--- config.mk ---
export PLATFORM = sky130hd
export DESIGN_NAME = velocity_deadband_clamp_slew_limiter_unit
export DESIGN_NICKNAME = d
export VERILOG_FILES = /design/src/hw/rtl/vdcsl_pkg.sv /design/src/hw/rtl/velocity_deadband_clamp_slew_limiter_unit.sv
export SDC_FILE = /design/constraint.sdc
export NUM_CORES = 2
export LEC_CHECK = 0
export CAP_MARGIN = 40
export CORE_UTILIZATION = 52
export CTS_BUF_LIST = sky130_fd_sc_hd__clkbuf_8
export CTS_CLUSTER_SIZE = 16
export DETAILED_ROUTE_END_ITERATION = 16
export DONT_BUFFER_PORTS = 1
export PLACE_DENSITY = 0.69
export SETUP_SLACK_MARGIN = 0.4
export SLEW_MARGIN = 20
export SYNTH_ARGS = -nofsm -noshare
export SYNTH_HDL_FRONTEND = slang
export SYNTH_SLANG_ARGS = --single-unit
--- constraint.sdc ---
create_clock -name clk -period 10.5 [get_ports clk]
set_clock_uncertainty 0.05 [all_clocks]
set_input_delay 2.1 -clock clk [delete_from_list [all_inputs] [get_ports clk]]
set_output_delay 2.1 -clock clk [all_outputs]
set_load 0.02 [all_outputs]
--- src/hw/rtl/vdcsl_pkg.sv ---
// Shared types, constants and per-axis arithmetic for the velocity smoother.
// No dependencies; imported by the top level and by its checker.
package vdcsl_pkg;

  localparam int AXES      = 6;
  localparam int LIN_AXES  = 3;
  localparam int VEL_W     = 16;
  localparam int REG_W     = 15;
  localparam int MASK_W    = AXES;
  localparam int CFG_IDX_W = 3;

  // stream payload layout
  localparam int GOAL_LSB  = MASK_W;
  localparam int IN_BITS   = MASK_W + AXES * VEL_W;
  localparam int IN_DATA_W = ((IN_BITS + 7) / 8) * 8;
  localparam int OUT_DATA_W = AXES * VEL_W;

  // register reset values, Q3.12
  localparam logic [REG_W-1:0] MIN_LIN_RST  = 15'd123;
  localparam logic [REG_W-1:0] MIN_ANG_RST  = 15'd614;
  localparam logic [REG_W-1:0] MAX_LIN_RST  = 15'd2048;
  localparam logic [REG_W-1:0] MAX_ANG_RST  = 15'd10240;
  localparam logic [REG_W-1:0] STEP_LIN_RST = 15'd102;
  localparam logic [REG_W-1:0] STEP_ANG_RST = 15'd410;

  typedef enum logic {
    CMD_UPDATE = 1'b0,
    CMD_TICK   = 1'b1
  } cmd_t;

  typedef enum logic [CFG_IDX_W-1:0] {
    REG_MIN_LIN  = 3'd0,
    REG_MIN_ANG  = 3'd1,
    REG_MAX_LIN  = 3'd2,
    REG_MAX_ANG  = 3'd3,
    REG_STEP_LIN = 3'd4,
    REG_STEP_ANG = 3'd5
  } cfg_reg_t;

  typedef logic signed [VEL_W-1:0] vel_t;

  // Deadband first, then clamp; magnitude of the most negative value saturates.
  function automatic vel_t verify_goal(vel_t v, logic [REG_W-1:0] lo,
                                       logic [REG_W-1:0] hi);
    logic [VEL_W-1:0] absv;
    logic [REG_W-1:0] mag;
    vel_t             lim;
    absv = v[VEL_W-1] ? VEL_W'(-v) : VEL_W'(v);
    mag  = absv[VEL_W-1] ? {REG_W{1'b1}} : absv[REG_W-1:0];
    lim  = vel_t'({1'b0, hi});
    if (mag < lo) begin
      return '0;
    end else if (mag > hi) begin
      return v[VEL_W-1] ? vel_t'(-lim) : lim;
    end
    return v;
  endfunction

  // Move current toward goal by at most one step, land on goal when close.
  function automatic vel_t smooth(vel_t g, vel_t c, logic [REG_W-1:0] step);
    logic signed [VEL_W:0] ce;
    logic signed [VEL_W:0] ge;
    logic signed [VEL_W:0] st;
    logic signed [VEL_W:0] dn;
    logic signed [VEL_W:0] up;
    ce = {c[VEL_W-1], c};
    ge = {g[VEL_W-1], g};
    st = {2'b00, step};
    dn = ce - st;
    up = ce + st;
    if ((ce - ge) > st) begin
      return dn[VEL_W-1:0];
    end else if ((ge - ce) > st) begin
      return up[VEL_W-1:0];
    end
    return g;
  endfunction

endpackage

--- src/hw/rtl/velocity_deadband_clamp_slew_limiter_unit.sv ---
// Six-axis velocity smoother: goal deadband and clamp, per-tick slew limit.
// A tick item's result is registered and shows on m_tdata in the cycle after acceptance.
// Throughput: one item per cycle; a result waits in the output register while
// goal updates keep flowing in, and ticks flow whenever that register drains.
// Reset (rst, synchronous): goals and current velocities clear to zero, the
// limit registers return to their default values, and no result is pending.
module velocity_deadband_clamp_slew_limiter_unit
  import vdcsl_pkg::*;
(
  input  logic                    clk,
  input  logic                    rst,
  // input item stream
  input  logic                    s_tvalid,
  output logic                    s_tready,
  // ignore_mask[5:0], goal_lin_x, goal_lin_y, goal_lin_z,
  // goal_ang_x, goal_ang_y, goal_ang_z (16 bits each), zero padding
  input  logic [IN_DATA_W-1:0]    s_tdata,
  // cmd
  input  logic                    s_tuser,
  // result stream
  output logic                    m_tvalid,
  input  logic                    m_tready,
  // out_lin_x, out_lin_y, out_lin_z, out_ang_x, out_ang_y, out_ang_z
  output logic [OUT_DATA_W-1:0]   m_tdata,
  // register write channel
  input  logic                    cfg_valid,
  output logic                    cfg_ready,
  input  logic [CFG_IDX_W-1:0]    cfg_index,
  input  logic [REG_W-1:0]        cfg_data
);

  // limit registers
  logic [REG_W-1:0] min_lin, min_ang, max_lin, max_ang, step_lin, step_ang;

  // per-axis state
  vel_t goal    [AXES];
  vel_t current [AXES];
  vel_t goal_next    [AXES];
  vel_t current_next [AXES];

  logic [OUT_DATA_W-1:0] out_data;
  logic                  out_valid;

  logic                  out_free;
  logic                  in_fire;
  logic                  tick_fire;
  logic                  upd_fire;
  logic [MASK_W-1:0]     ignore_mask;

  // Writes are always taken; software must write only while the block is idle (not enforced here).
  assign cfg_ready = 1'b1;

  always_ff @(posedge clk) begin
    if (rst) begin
      min_lin  <= MIN_LIN_RST;
      min_ang  <= MIN_ANG_RST;
      max_lin  <= MAX_LIN_RST;
      max_ang  <= MAX_ANG_RST;
      step_lin <= STEP_LIN_RST;
      step_ang <= STEP_ANG_RST;
    end else if (cfg_valid && cfg_ready) begin
      unique case (cfg_index)
        REG_MIN_LIN:  min_lin  <= cfg_data;
        REG_MIN_ANG:  min_ang  <= cfg_data;
        REG_MAX_LIN:  max_lin  <= cfg_data;
        REG_MAX_ANG:  max_ang  <= cfg_data;
        REG_STEP_LIN: step_lin <= cfg_data;
        REG_STEP_ANG: step_ang <= cfg_data;
        default: ;  // unmapped index: drop the write
      endcase
    end
  end

  // A tick needs room in the output register; a goal update never does.
  assign out_free  = !out_valid || m_tready;
  assign s_tready  = out_free || (s_tuser == CMD_UPDATE);
  assign in_fire   = s_tvalid && s_tready;
  assign tick_fire = in_fire && (s_tuser == CMD_TICK);
  assign upd_fire  = in_fire && (s_tuser == CMD_UPDATE);
  assign ignore_mask = s_tdata[MASK_W-1:0];

  // Six independent lanes: verify the new goal, or slew current toward goal.
  always_comb begin
    for (int i = 0; i < AXES; i++) begin
      goal_next[i]    = goal[i];
      current_next[i] = current[i];
      if (upd_fire && !ignore_mask[i]) begin
        if (i < LIN_AXES) begin
          goal_next[i] = verify_goal(s_tdata[GOAL_LSB + i*VEL_W +: VEL_W],
                                     min_lin, max_lin);
        end else begin
          goal_next[i] = verify_goal(s_tdata[GOAL_LSB + i*VEL_W +: VEL_W],
                                     min_ang, max_ang);
        end
      end
      if (tick_fire) begin
        current_next[i] = smooth(goal[i], current[i],
                                 (i < LIN_AXES) ? step_lin : step_ang);
      end
    end
  end

  always_ff @(posedge clk) begin
    if (rst) begin
      for (int i = 0; i < AXES; i++) begin
        goal[i]    <= '0;
        current[i] <= '0;
      end
    end else begin
      for (int i = 0; i < AXES; i++) begin
        goal[i]    <= goal_next[i];
        current[i] <= current_next[i];
      end
    end
  end

  // Output register: load on a tick, hold while the sink stalls.
  always_ff @(posedge clk) begin
    if (rst) begin
      out_valid <= 1'b0;
    end else if (tick_fire) begin
      out_valid <= 1'b1;
    end else if (m_tready) begin
      out_valid <= 1'b0;
    end
  end

  always_ff @(posedge clk) begin
    if (tick_fire) begin
      for (int i = 0; i < AXES; i++) begin
        out_data[i*VEL_W +: VEL_W] <= current_next[i];
      end
    end
  end

  assign m_tvalid = out_valid;
  assign m_tdata  = out_data;

endmodule

==> reports/qor.yml <==
logic_synthesis:
  avgSynthCellArea_um2: 7.81
  syn-instance-count: 5209
  synth_cell_types: 86
  synth_edf_count: 96
  syn_nets: 6007
  yosys.area.top_type: "ha_1"
  ys.flop_type: "dfxtp_1"
  ys_warn_count: 0
  synth_seq_area_share_pct: 21.0
  yosys-top-cells-area: "ha_1, dfxtp_1, edfxtp_1, xnor2_1, nand2_1"
  async_reset_ff_share_pct: 0
  netlist.area_leader.share_pct: 20.0
  syn_area_um2: 40700
  ys_ff_latch: 379
global_routing:
  grt_max_degree: 154
  grt_pass1_vias: 34429
  grt_usage_pct: 32.4
  grt_pass1_wl_um: 199000
  antenna_found_initial: 3
  overflow: 0
sta:
  report.final.slew_viol_count: 0
  hold_viol: 0
  fmax_mhz: 117
  tns_ns: 0
  finalCritPeriodShare_pct: 81.4
  setup_viol: 0
  timing.slew.headroom_pct: 35.7
  post-route-min-period_ns: 8.55
  whs_ns: 0.398
  worst_pin_slew_ns: 0.957
  rsz0062_at_grt: "no"
worst_setup_path:
  cp_slowest_stage_delay_ns: 0.66
  cp_max_fo: 17
  slowest_stage: "a2111oi_0"
  cp.arrival_ns: 8.94
  crit_path_end_kind: "flip-flop"
  worstSetupPathType: "flip-flop to flip-flop"
  start_kind: "flip-flop"
  required_ns: 10.89
finish:
  final_common_cell: "ha_1"
  fillers: 7296
  final_util_pct: 55.4
  seq_area_um2: 8550
  multi_input_area_um2: 29900
  final_cells: 6179
  layout_common_cells: "ha_1, nand2_1, a21oi_1"
  nets: 5876
  area_growth_pct: 5.48
  drive_above_1_share_pct: 4.11
clocking:
  cts_root_buffer: "clkbuf_8"
  clk_latency_ns: 0.70
  cts.hold.buffers_added: 0
  htreeDepth: 3
  post_cts_resized: 0
  clock_sinks: 379
  post-cts-setup-buffers: 0
  clockBufferDepth: 3
  clkTransAtPathRegs_ns: 0.06
  tritoncts: "done"
  cts_buffers: 72
floorplanning:
  die_y_um: 282
  initial_core_util_pct: 52.5
  dieArea_um2: 79400
  rows: 102
  ios: 227
  coreArea_um2: 77500
  die_w_um: 282
drt:
  routed_wirelength_um: 131000
  postRouteAntennaNets: 0
  drtPass1Iterations: 6
  detail_route.wl_per_cell_um: 21.3
  route.detailed.vias_per_inst: 6.06
  vias: 37453
  drc_errors: 0
  initialDrtViolationCount: 3467
placed_design:
  gp_congestion: 0.986
  numPortBuffers: 0
  hpwl_um: 104000
  dp.cells: 6039
power:
  irDropWorstVdd_v: 0.000245
  powerDensity_nw_per_um2: 366
  power.static_leakage_nw: 18.5
run:
  drv_cap: 0
status:
  status: "finished clean"
min_path:
  hold_path_class: "flip-flop to flip-flop"
## power breakdown
part / internal [mW] / switching, mW / total (mW)
registers: 1.76 / 0.276 / 2.03
clock network: 0.785 / 0.708 / 1.49
logic: 5.08 / 7.11 / 12.2
total: 7.62 / 8.10 / 15.7
## cells by family (layout without fill, tap and decap cells)
| logic type | after synthesis | in the layout | synth area share, % |
|---|---|---|---|
| adder cells (fa/ha/maj) | 670 | 670 | 20.9 |
| flip-flops | 379 | 379 | 21.0 |
| XOR/XNOR | 427 | 427 | 9.19 |
| buffers and inverters | 602 | 529 | 5.65 |
| AO/OA/AOI/OAI | 1369 | 1369 | 21.2 |
| AND/OR/NAND/NOR | 1625 | 1625 | 18.6 |
| other | 1 | 4 | 0.00921 |
| multiplexers | 136 | 136 | 3.40 |
## layer usage
metal	GRT usage (%)	part of all wire, %	up-vias
li1	-	-	18122
met1	45.8	46	17626
met2	48.4	42	1436
met3	5.70	8.7	269
met4	12.4	3.6	0
met5	0	0	-
## area by class of cell
| type | count | area share [%] |
|---|---|---|
| inverters | 363 | 3.19 |
| multi-input cells | 4228 | 69.8 |
| repair buffers | 34 | 0.732 |
| clock buffers | 77 | 2.47 |
| clock inverters | 55 | 0.883 |
| flip-flops and latches | 379 | 19.9 |
| diodes | 3 | 0.0175 |
| well taps | 1040 | 3.03 |
## stage by stage
stage	setup WS, ns	power [mW]	area, um2
finish	1.95	15.7	42900
global route	1.34	17.1	42900
CTS	2.14	15.6	42800
detailed placement	2.16	14.0	41400
global placement	2.20	13.8	41300
floorplan	3.35	11.3	40700
## final timing paths
path,from,to,slack (ns),cells past startpoint
worst max-delay path,goal[0][9],m_tdata[15],1.95,29
worst min-delay path,min_ang[10],min_ang[10],0.40,2
worst max register to register,goal[0][9],m_tdata[15],1.95,29
worst min register to register,min_ang[10],min_ang[10],0.40,2
## cells in the mapped netlist (7+ instances only)
library cell,instances
and2_1,57
and3_1,31
a31o_2,9
a21oi_1,425
a211oi_1,70
nor4_1,14
or2_2,16
o21a_1,60
o21ai_0,301
a31oi_1,32
a2bb2oi_1,20
clkbuf_1,212
o21bai_1,39
o211ai_1,54
nand3_1,77
xor2_1,119
mux2_2,18
a21o_1,182
xnor2_1,308
o31ai_1,45
fa_1,18
ha_1,652
edfxtp_1,96
nand2_1,610
buf_2,9
nand4_1,82
o31a_1,7
o2111ai_1,7
o41ai_1,10
nor3_1,112
a2111oi_0,7
dfxtp_1,283
mux2i_1,118
a221oi_1,12
or3_1,62
a21boi_0,7
nor2b_1,93
or4_1,11
nor2_1,378
a211o_1,9
nand2b_1,50
buf_1,12
a22oi_1,21
inv_1,359
## registers in the layout, summed over array words and instances, names as in the netlist
| signal | count |
|---|---|
| current | 96 |
| step_ang | 15 |
| m_tdata | 96 |
| min_ang | 15 |
| step_lin | 15 |
| goal | 96 |
| max_lin | 15 |
| max_ang | 15 |
| m_tvalid | 1 |
| min_lin | 15 |
## worst max-delay path: cells and delay by family, from the launching register on
family                     cells  cell delay (ns)
DFF                            1             0.48
buffers and inverters          1             0.08
and+or+nand+nor                6             1.48
adders and majority gates      3             1.11
muxes                          1             0.25
xor gates and xnor gates       2             0.32
AOI/OAI and AO/OA             16             4.50
No activity file was read; power rests on OpenSTA's default activity.
